--- config.mk ---
export PLATFORM = sky130hd
export DESIGN_NAME = wildcard_pattern_match
export DESIGN_NICKNAME = d
export VERILOG_FILES = /design/src/sv/wpm_pkg.sv /design/src/sv/wpm_cell.sv /design/src/sv/wildcard_pattern_match.sv
export SDC_FILE = /design/constraint.sdc
export NUM_CORES = 1
export LEC_CHECK = 0
export BUFFER_PORTS_ARGS = -buffer_cell sky130_fd_sc_hd__buf_4
export CORE_MARGIN = 10
export CORE_UTILIZATION = 50
export CTS_CLUSTER_SIZE = 14
export DETAILED_ROUTE_END_ITERATION = 7
export PLACE_DENSITY = 0.75
export SLEW_MARGIN = 25
export SYNTH_ARGS = -nofsm -noshare
export SYNTH_HDL_FRONTEND = slang
export SYNTH_SLANG_ARGS = --single-unit
--- constraint.sdc ---
create_clock -name clk -period 3.4 [get_ports clk]
set_clock_uncertainty 0.15 [all_clocks]
set_input_delay 0 -clock clk [delete_from_list [all_inputs] [get_ports clk]]
set_output_delay 0 -clock clk [all_outputs]
set_load 0.02 [all_outputs]
--- src/sv/wpm_pkg.sv ---
package wpm_pkg;

    // default pattern capacity in bytes
    localparam int MAX_PATTERN = 32;

    localparam logic [7:0] STAR_BYTE  = 8'h2A;
    localparam logic [7:0] QMARK_BYTE = 8'h3F;

    typedef enum logic [1:0] {
        MODE_CLEAR  = 2'd0,
        MODE_APPEND = 2'd1,
        MODE_NAME   = 2'd2,
        MODE_FINISH = 2'd3
    } mode_t;

    typedef struct packed {
        mode_t      mode;
        logic [7:0] symbol;
    } item_t;

    typedef struct packed {
        logic matched;
        logic pattern_overflow;
    } result_t;

    // per-cycle command broadcast to every cell
    typedef struct packed {
        logic       clear;
        logic       append;
        logic       name;
        logic       finish;
        logic [7:0] symbol;
    } ctl_t;

    // what a cell hands to its right-hand neighbour
    typedef struct packed {
        logic vld;
        logic init;
        logic cur;
        logic row_next;
    } link_t;

endpackage

--- src/sv/wpm_cell.sv ---
module wpm_cell (
    input  logic           clk,
    input  logic           rst_n,
    input  wpm_pkg::ctl_t  ctl,
    input  wpm_pkg::link_t left,
    output wpm_pkg::link_t right
);

    logic       vld_reg, vld_next;
    logic       init_reg, init_next;
    logic       cur_reg, cur_next;
    logic [7:0] sym_reg;
    logic       is_new;
    logic       is_star;
    logic       row_next;

    // this cell takes the appended byte when it is the first free one
    assign is_new  = ctl.append & left.vld & ~vld_reg;
    assign is_star = (sym_reg == wpm_pkg::STAR_BYTE);

    always_comb
    begin
        if (!vld_reg)
        begin
            row_next = 1'b0;
        end
        else if (is_star)
        begin
            row_next = left.row_next | cur_reg;
        end
        else if ((sym_reg == wpm_pkg::QMARK_BYTE) || (sym_reg == ctl.symbol))
        begin
            row_next = left.cur;
        end
        else
        begin
            row_next = 1'b0;
        end
    end

    always_comb
    begin
        vld_next  = vld_reg;
        init_next = init_reg;
        cur_next  = cur_reg;
        if (ctl.clear)
        begin
            vld_next  = 1'b0;
            init_next = 1'b0;
            cur_next  = 1'b0;
        end
        else if (ctl.append)
        begin
            if (is_new)
            begin
                vld_next  = 1'b1;
                init_next = (ctl.symbol == wpm_pkg::STAR_BYTE) ? left.init : 1'b0;
            end
            cur_next = init_next;
        end
        else if (ctl.name)
        begin
            cur_next = row_next;
        end
        else if (ctl.finish)
        begin
            cur_next = init_reg;
        end
    end

    always_ff @(posedge clk or negedge rst_n)
    begin
        if (!rst_n)
        begin
            vld_reg  <= 1'b0;
            init_reg <= 1'b0;
            cur_reg  <= 1'b0;
        end
        else
        begin
            vld_reg  <= vld_next;
            init_reg <= init_next;
            cur_reg  <= cur_next;
        end
    end

    // pattern byte, meaningful only while valid
    always_ff @(posedge clk)
    begin
        if (is_new)
        begin
            sym_reg <= ctl.symbol;
        end
    end

    assign right.vld      = vld_reg;
    assign right.init     = init_reg;
    assign right.cur      = cur_reg;
    assign right.row_next = row_next;

endmodule

--- src/sv/wildcard_pattern_match.sv ---
// Glob matcher over a streamed name. Load a pattern with a clear item followed
// by one append item per byte ('*' matches any run of bytes, '?' exactly one
// byte), then stream the name one byte per name item and close it with a
// finish item, which returns one result (matched, pattern_overflow) and
// rearms the matcher for the next name. An item is taken whenever it is valid
// and not stalled, and items may follow back to back; the name update runs
// combinationally through a row of MAX_PATTERN cells, with the star cells
// passing a match along an OR ripple whose length is the pattern length, and
// that ripple sets the clock limit. Results leave through one output register;
// the input stalls only while that register holds a result that is itself
// stalled. Bytes appended beyond MAX_PATTERN are dropped and flagged until the
// next clear. An empty pattern matches only an empty name.
module wildcard_pattern_match #(
    parameter int MAX_PATTERN = wpm_pkg::MAX_PATTERN
) (
    input  logic             clk,
    input  logic             rst_n,
    input  logic             item_valid,
    output logic             item_stall,
    input  wpm_pkg::item_t   item,
    output logic             result_valid,
    input  logic             result_stall,
    output wpm_pkg::result_t result
);

    // accepted item decode
    logic          accept;
    wpm_pkg::ctl_t ctl;

    // cell chain: links[0] is the fixed empty-pattern column
    wpm_pkg::link_t links [0:MAX_PATTERN];
    logic [MAX_PATTERN-1:0] vld_vec;
    logic [MAX_PATTERN-1:0] hit_vec;

    // column zero: its initial bit is always set
    logic cur0_reg, cur0_next;

    // overflow since last clear
    logic ovf_reg, ovf_next;

    // result register
    logic             res_valid_reg, res_valid_next;
    wpm_pkg::result_t res_reg, res_next;
    logic             verdict;

    assign item_stall = res_valid_reg & result_stall;
    assign accept     = item_valid & ~item_stall;

    always_comb
    begin
        ctl.clear  = 1'b0;
        ctl.append = 1'b0;
        ctl.name   = 1'b0;
        ctl.finish = 1'b0;
        ctl.symbol = item.symbol;
        if (accept)
        begin
            unique case (item.mode)
                wpm_pkg::MODE_CLEAR:  ctl.clear  = 1'b1;
                wpm_pkg::MODE_APPEND: ctl.append = 1'b1;
                wpm_pkg::MODE_NAME:   ctl.name   = 1'b1;
                wpm_pkg::MODE_FINISH: ctl.finish = 1'b1;
                default:              ctl.clear  = 1'b0;
            endcase
        end
    end

    // the empty prefix of the pattern: matches only before any name byte
    assign links[0].vld      = 1'b1;
    assign links[0].init     = 1'b1;
    assign links[0].cur      = cur0_reg;
    assign links[0].row_next = 1'b0;

    genvar g;
    generate
        for (g = 0; g < MAX_PATTERN; g++)
        begin : g_cell
            wpm_cell u_cell (
                .clk   (clk),
                .rst_n (rst_n),
                .ctl   (ctl),
                .left  (links[g]),
                .right (links[g+1])
            );

            assign vld_vec[g] = links[g+1].vld;

            // the last filled cell holds the whole-pattern column
            if (g == MAX_PATTERN - 1)
            begin : g_tail
                assign hit_vec[g] = links[g+1].vld & links[g+1].cur;
            end
            else
            begin : g_body
                assign hit_vec[g] = links[g+1].vld & ~links[g+2].vld & links[g+1].cur;
            end
        end
    endgenerate

    // empty pattern falls back on column zero
    assign verdict = vld_vec[0] ? (|hit_vec) : cur0_reg;

    always_comb
    begin
        cur0_next = cur0_reg;
        ovf_next  = ovf_reg;
        if (ctl.clear)
        begin
            cur0_next = 1'b1;
            ovf_next  = 1'b0;
        end
        else if (ctl.append)
        begin
            cur0_next = 1'b1;
            if (vld_vec[MAX_PATTERN-1])
            begin
                ovf_next = 1'b1;
            end
        end
        else if (ctl.name)
        begin
            cur0_next = 1'b0;
        end
        else if (ctl.finish)
        begin
            cur0_next = 1'b1;
        end
    end

    always_comb
    begin
        res_valid_next = res_valid_reg & result_stall;
        res_next       = res_reg;
        if (ctl.finish)
        begin
            res_valid_next            = 1'b1;
            res_next.matched          = verdict;
            res_next.pattern_overflow = ovf_reg;
        end
    end

    always_ff @(posedge clk or negedge rst_n)
    begin
        if (!rst_n)
        begin
            cur0_reg      <= 1'b1;
            ovf_reg       <= 1'b0;
            res_valid_reg <= 1'b0;
        end
        else
        begin
            cur0_reg      <= cur0_next;
            ovf_reg       <= ovf_next;
            res_valid_reg <= res_valid_next;
        end
    end

    always_ff @(posedge clk)
    begin
        res_reg <= res_next;
    end

    assign result_valid = res_valid_reg;
    assign result       = res_reg;

    // filled cells always form a prefix of the row
    a_prefix: assert property (@(posedge clk) disable iff (!rst_n)
        ((vld_vec + MAX_PATTERN'(1)) & vld_vec) == '0)
        else $error("pattern cells not filled as a prefix");

    // a clear empties the row and rearms column zero
    a_clear: assert property (@(posedge clk) disable iff (!rst_n)
        ctl.clear |=> (vld_vec == '0) && cur0_reg && !ovf_reg)
        else $error("clear did not reset the pattern row");

    // a finish always leaves a result waiting
    a_finish: assert property (@(posedge clk) disable iff (!rst_n)
        ctl.finish |=> res_valid_reg)
        else $error("finish item produced no result");

    // overflow only rises on an append into a full row
    a_ovf: assert property (@(posedge clk) disable iff (!rst_n)
        $rose(ovf_reg) |-> $past(ctl.append) && $past(vld_vec[MAX_PATTERN-1]))
        else $error("overflow flagged without a dropped byte");

endmodule

==> results of run 1 <==
final cells by class:
| class | instances | area (sq um) | share of cell area [%] |
|---|---|---|---|
| Inverter | 31 | 116 | 0.544 |
| Clock buffer | 47 | 1020 | 4.75 |
| Tap cell | 468 | 586 | 2.74 |
| Timing Repair Buffer | 137 | 1210 | 5.67 |
| Clock inverter | 22 | 230 | 1.08 |
| Sequential cell | 357 | 10200 | 47.8 |
| Multi-Input combinational cell | 1214 | 7990 | 37.4 |
worst reg2reg max path, stage by stage (launching register included):
cell,delay [ns]
edfxtp_1,0.39
or3_4,0.40
or4_4,0.43
or2_4,0.26
a21oi_4,0.15
nor4_4,0.08
o311ai_4,0.34
o22ai_2,0.16
or4_1,0.51
o211ai_2,0.11
a211o_1,0.15
o21ai_1,0.05
synthesized netlist by cell type, drive strengths merged, types with 20 or more instances:
cell	n	area, sq um
nor4	20	131
nor2	176	661
nand2	91	344
a21oi	72	364
xor2	57	499
o21ai	82	410
buf	39	299
clkbuf	36	135
nand2b	32	200
nand3	67	335
nand4	73	457
nor3	36	180
xnor2	199	1740
nor2b	25	156
a21o	20	150
dfrtp	98	2450
edfxtp	258	7750
inv	31	116
cells by family after synthesis:
family	Yosys count	synth area share, %
simple gates	631	18.2
flops	357	55.0
compound gates	327	11.8
xor+xnor	256	12.1
buf+inv	106	2.96
per-stage QoR:
step / setup TNS [ns] / instance area (sq um) / power [uW] / utilization (%) / hold WS (ns)
floorplan: 0 / 18600 / 5760 / - / -0.446
global placement: -0.129 / 19800 / 6170 / 54.0 / 0.0459
detailed placement: -0.689 / 19800 / 6200 / 54.0 / 0.0445
CTS: -0.0551 / 21200 / 10400 / 57.8 / 0.0517
global route: -0.314 / 21400 / 10700 / 58.3 / 0.102
finish: 0 / 21400 / 10300 / 58.3 / 0.0114
where the power goes:
group | leakage [uW] | total, uW | internal, uW | switching (uW)
sequential | 0.00364 | 5060 | 4860 | 202
clock | 0.000590 | 4180 | 2440 | 1730
combinational | 0.00298 | 1100 | 430 | 674
total | 0.00721 | 10300 | 7730 | 2610
routing by layer:
| metal | up-vias | routed length, um |
|---|---|---|
| li1 | 6450 | - |
| met1 | 6999 | 21000 |
| met2 | 598 | 23000 |
| met3 | 111 | 3900 |
| met4 | 0 | 1500 |
| met5 | - | 0 |
worst paths after layout:
check,startpoint,end,slack [ns]
worst max-delay path,g_cell[6].u_cell.sym_reg[0]$_DFFE_PP_,g_cell[20].u_cell.cur_reg$_DFFE_PN0P_,0.08
worst min-delay path,rst_n,g_cell[19].u_cell.cur_reg$_DFFE_PN0P_,0.01
worst max register to register,g_cell[6].u_cell.sym_reg[0]$_DFFE_PP_,g_cell[20].u_cell.cur_reg$_DFFE_PN0P_,0.08
worst min register to register,g_cell[13].u_cell.cur_reg$_DFFE_PN0P_,g_cell[13].u_cell.cur_reg$_DFFE_PN0P_,0.36
max in group asynchronous,rst_n,result_valid$_DFF_PN0_,2.25
min in group clk,result_stall,result_valid$_DFF_PN0_,0.19
timing repair:
action / 4_1_cts / 5_1_grt
setup buffers: 0 / 2
resized for setup: 4 / 24
hold endpoints to repair: 264 / 0
setup endpoints to repair: 6 / 17
hold buffers: 13 / 0
pin swaps: 0 / 5
==> impl_metrics.json, run 1 <==
{
  "grt.busiest_layer": "met2",
  "hp-class": "primary input to async pin",
  "layout_common_cells": "258 x edfxtp_1, 199 x xnor2_1, 175 x nor2_1",
  "grt_max_degree": 69,
  "fin_ws_ns": 0.0826,
  "first_iter_violations": 1356,
  "fmax_mhz": 301,
  "cts_root_buffer": "clkbuf_16",
  "drc": 0,
  "io_pins": 18,
  "synth_flop_cell": "edfxtp_1",
  "syn_area_per_cell_sq_um": 11.1,
  "grt_pass1_wl_um": 77100,
  "cts_max_path_buffers": 3,
  "yosysSeqAreaShare_pct": 55.0,
  "worstSetupPathType": "register to register",
  "area_growth_pct": 14.9,
  "met1_usage_pct": 29.0,
  "arrival_ns": 3.55,
  "start_util_pct": 50.7,
  "crit_family": "simple AND/OR/NAND/NOR gates",
  "rows": 70,
  "synth_edf_count": 258,
  "rsz0062_at_grt": "true",
  "maxSlewViolCount": 0,
  "crit_slowest_cell": "or4_1",
  "h-tree-depth": 2,
  "path_cells": "or3_4, or4_4, or2_4, a21oi_4, nor4_4, o311ai_4, o22ai_2, or4_1, o211ai_2, a211o_1, o21ai_1",
  "cts_buffers": 39,
  "async_reset_ff_share_pct": 27.7,
  "ant_nets": 0,
  "critPathCaptureType": "register",
  "cts_tree": "built",
  "core_area_sq_mm": 0.0367,
  "die_area_sq_mm": 0.0453,
  "max_stage_delay_ns": 0.51,
  "finalHoldViolCount": 0,
  "period_share_pct": 97.6,
  "antenna_found_initial": 0,
  "pre_cts_slack_ns": -0.181,
  "syn_nets": 1691,
  "syn-instance-count": 1677,
  "power_leakage_uw": 0.00721,
  "synth_area_sq_mm": 0.0186,
  "tightest_slew_ns": 0.989,
  "critPathLaunchType": "register",
  "layout-drive-gt1-share_pct": 12.4,
  "wire_per_inst_um": 21.7,
  "path_clk_slew_ns": 0.06,
  "routed_wl_um": 49400,
  "grt_pass1_vias": 13800,
  "path_buf_inv": 0,
  "vias": 14200,
  "largest_reg_flops": 256,
  "rr_worst_depth": 11,
  "place_congestion": 0.931,
  "ir_drop_v": 0.000422,
  "max_slew_margin_pct": 34.1,
  "met3_usage_pct": 3.78,
  "ys.warnings.count": 0,
  "cts_num_sinks": 357,
  "grtUsageMet2_pct": 34.4,
  "outcome": "complete, no violations",
  "grt_remaining_overflow": 0,
  "finalCriticalPeriod_ns": 3.32,
  "routed_via_density": 6.22,
  "power_density_mw_per_mm2": 483,
  "portBuffers": 17,
  "worstPathRequired_ns": 3.63,
  "die-height_um": 213,
  "nFillCells": 2874,
  "ys_ff_latch": 357,
  "dp_hpwl_um": 34400,
  "layout.cells.non_filler": 2276,
  "dr.pass1.iters": 7,
  "cap_violations": 0,
  "grtUsageTotal_pct": 21.5,
  "n_antenna_cell": 0,
  "die_w_um": 213,
  "nets": 1794,
  "layout_commonest_cell": "edfxtp_1",
  "ys_types": 82,
  "setup_violations": 0,
  "placed_cells": 2192,
  "cp_max_fo": 3,
  "path_depth": 11,
  "worstSkewPairLatency_ns": 0.53
}
Power figures use the tool's default switching activity.
==> run 2: changes to the inputs <==
- CTS_BUF_LIST: not set -> sky130_fd_sc_hd__clkbuf_8
- SETUP_SLACK_MARGIN: not set -> 0.02
==> run 2 against run 1 <==
Net effect: clock power shrank 7.9%; combinational power is essentially flat; final area grew 0.33%; sequential power is essentially flat; final cell count grew 2.1%; worst hold slack gained 0.13 ns; critical path depth is the same; non-clock buffer count grew 5; global-route usage grew 0.18 points; via count grew 0.12%; first-iteration DRC count is essentially flat; die area is the same; critical endpoint unchanged.
==> impl_metrics.json, run 2 (synthesized netlist as in run 1, its figures left out) <==
{
  "ir_drop_v": 0.000296,
  "max_stage_delay_ns": 0.51,
  "tns_ns": 0,
  "power_leakage_uw": 0.00739,
  "cts_tree": "built",
  "start_util_pct": 50.7,
  "finalCriticalPeriod_ns": 3.38,
  "outcome": "complete, no violations",
  "min_from": "item[2]",
  "pre_cts_slack_ns": -0.181,
  "grt_pass1_vias": 13900,
  "die_area_sq_mm": 0.0453,
  "nets": 1819,
  "grt_max_degree": 68,
  "antenna_found_initial": 1,
  "io_pins": 18,
  "crit_slowest_cell": "or4_1",
  "path_buf_inv": 0,
  "path_clk_slew_ns": 0.06,
  "grt_pass1_wl_um": 77300,
  "period_share_pct": 99.3,
  "layout_common_cells": "258 x edfxtp_1, 199 x xnor2_1, 175 x nor2_1",
  "hold-path-endpoint": "g_cell[9].u_cell.sym_reg[2]$_DFFE_PP_",
  "layout_commonest_cell": "edfxtp_1",
  "rsz0062_at_grt": "true",
  "setup_violations": 0,
  "dp_hpwl_um": 34400,
  "r2r_slack_ns": 0.02,
  "grt_remaining_overflow": 0,
  "path_cells": "or3_4, or4_4, or2_4, a21oi_4, nor4_4, o311ai_4, o22ai_2, or4_1, o211ai_2, a211o_1, o21ai_1",
  "holdPathStages": 2,
  "core_area_sq_mm": 0.0367,
  "die-height_um": 213,
  "critPathLaunchType": "register",
  "arrival_ns": 3.71,
  "area_growth_pct": 15.3,
  "crit_family": "simple AND/OR/NAND/NOR gates",
  "place_congestion": 0.931,
  "routed-wl-met3_um": 4040,
  "maxUsedRoutingLayer": "met4",
  "cts_root_buffer": "clkbuf_8",
  "rows": 70,
  "fin_ws_ns": 0.0246,
  "met2_wirelength_um": 22900,
  "routed_wl_um": 49600,
  "fmax_mhz": 296,
  "worstSkewPairLatency_ns": 0.65,
  "layout-drive-gt1-share_pct": 13.6,
  "largest_reg_flops": 256,
  "rr_worst_depth": 11,
  "maxSlewViolCount": 0,
  "portBuffers": 17,
  "cap_violations": 0,
  "hp-class": "primary input to register",
  "vias": 14200,
  "max_slew_margin_pct": 32.5,
  "cts_num_sinks": 357,
  "wire_per_inst_um": 21.3,
  "ant_nets": 0,
  "power_density_mw_per_mm2": 467,
  "first_iter_violations": 1357,
  "dr.pass1.iters": 5,
  "r2r-start": "g_cell[6].u_cell.sym_reg[0]$_DFFE_PP_",
  "grtUsageTotal_pct": 21.7,
  "cp_max_fo": 3,
  "finalHoldViolCount": 0,
  "final_area_sq_mm": 0.0214,
  "die_w_um": 213,
  "worstSetupPathType": "register to register",
  "worstPathRequired_ns": 3.73,
  "cts_max_path_buffers": 3,
  "total_power_uw": 10000,
  "rr_endpoint": "g_cell[20].u_cell.cur_reg$_DFFE_PN0P_",
  "drc": 0,
  "critPathCaptureType": "register",
  "place_area_sq_mm": 0.0198,
  "routed_via_density": 6.10,
  "final_util_pct": 58.4,
  "tightest_slew_ns": 1.00,
  "cts_buffers": 59,
  "wl_met1_um": 21200,
  "h-tree-depth": 2
}
## run 2: layout make-up
cell class                      count  area [sq um]
Fill cell                        2902         15200
Sequential cell                   357         10200
Multi-Input combinational cell   1214          8030
Timing Repair Buffer              142          1280
Clock buffer                       68           936
Tap cell                          468           586
Clock inverter                     43           279
Inverter                           31           116
Antenna cell                        1          2.50
## run 2: how the worst max path moves through the flow
| stage | depth (start not counted) | start | to | slack (ns) |
|---|---|---|---|---|
| 3_5_place_dp | 11 | g_cell[22].u_cell.sym_reg[6]$_DFFE_PP_ | g_cell[30].u_cell.cur_reg$_DFFE_PN0P_ | -0.18 |
| 2_1_floorplan | 11 | g_cell[6].u_cell.sym_reg[0]$_DFFE_PP_ | g_cell[20].u_cell.cur_reg$_DFFE_PN0P_ | 0.29 |
| 6_report | 11 | g_cell[6].u_cell.sym_reg[0]$_DFFE_PP_ | g_cell[20].u_cell.cur_reg$_DFFE_PN0P_ | 0.02 |
| 5_1_grt | 11 | g_cell[6].u_cell.sym_reg[0]$_DFFE_PP_ | g_cell[29].u_cell.cur_reg$_DFFE_PN0P_ | -0.07 |
| 3_3_place_gp | 11 | g_cell[22].u_cell.sym_reg[7]$_DFFE_PP_ | g_cell[30].u_cell.cur_reg$_DFFE_PN0P_ | -0.10 |
| 4_1_cts | 11 | g_cell[6].u_cell.sym_reg[2]$_DFFE_PP_ | g_cell[20].u_cell.cur_reg$_DFFE_PN0P_ | 0.04 |
## run 2: power breakdown
group | internal (uW) | switching [uW] | total (uW)
sequential | 4860 | 200 | 5060
clock | 2120 | 1730 | 3850
combinational | 438 | 675 | 1110
## run 2: stage by stage
stage / std cells / hold slack (ns)
global route: 2323 / 0.145
global placement: 2192 / 0.0459
CTS: 2320 / 0.115
floorplan: 1677 / -0.446
detailed placement: 2192 / 0.0445
finish: 2324 / 0.141
## run 2: per-layer routing
| layer | GRT usage, % | up-vias |
|---|---|---|
| li1 | - | 6503 |
| met1 | 29.3 | 6931 |
| met2 | 34.2 | 632 |
| met3 | 4.19 | 109 |
| met4 | 7.88 | 0 |
| met5 | 0 | - |
## run 2: timing repair
action                                  CTS  global route
gates resized for setup                   5            28
buffers inserted                          0             3
hold buffers                             17             0
pin swaps                                 1            16
endpoints found under the setup margin    7            15
endpoints found under the hold margin   387             0
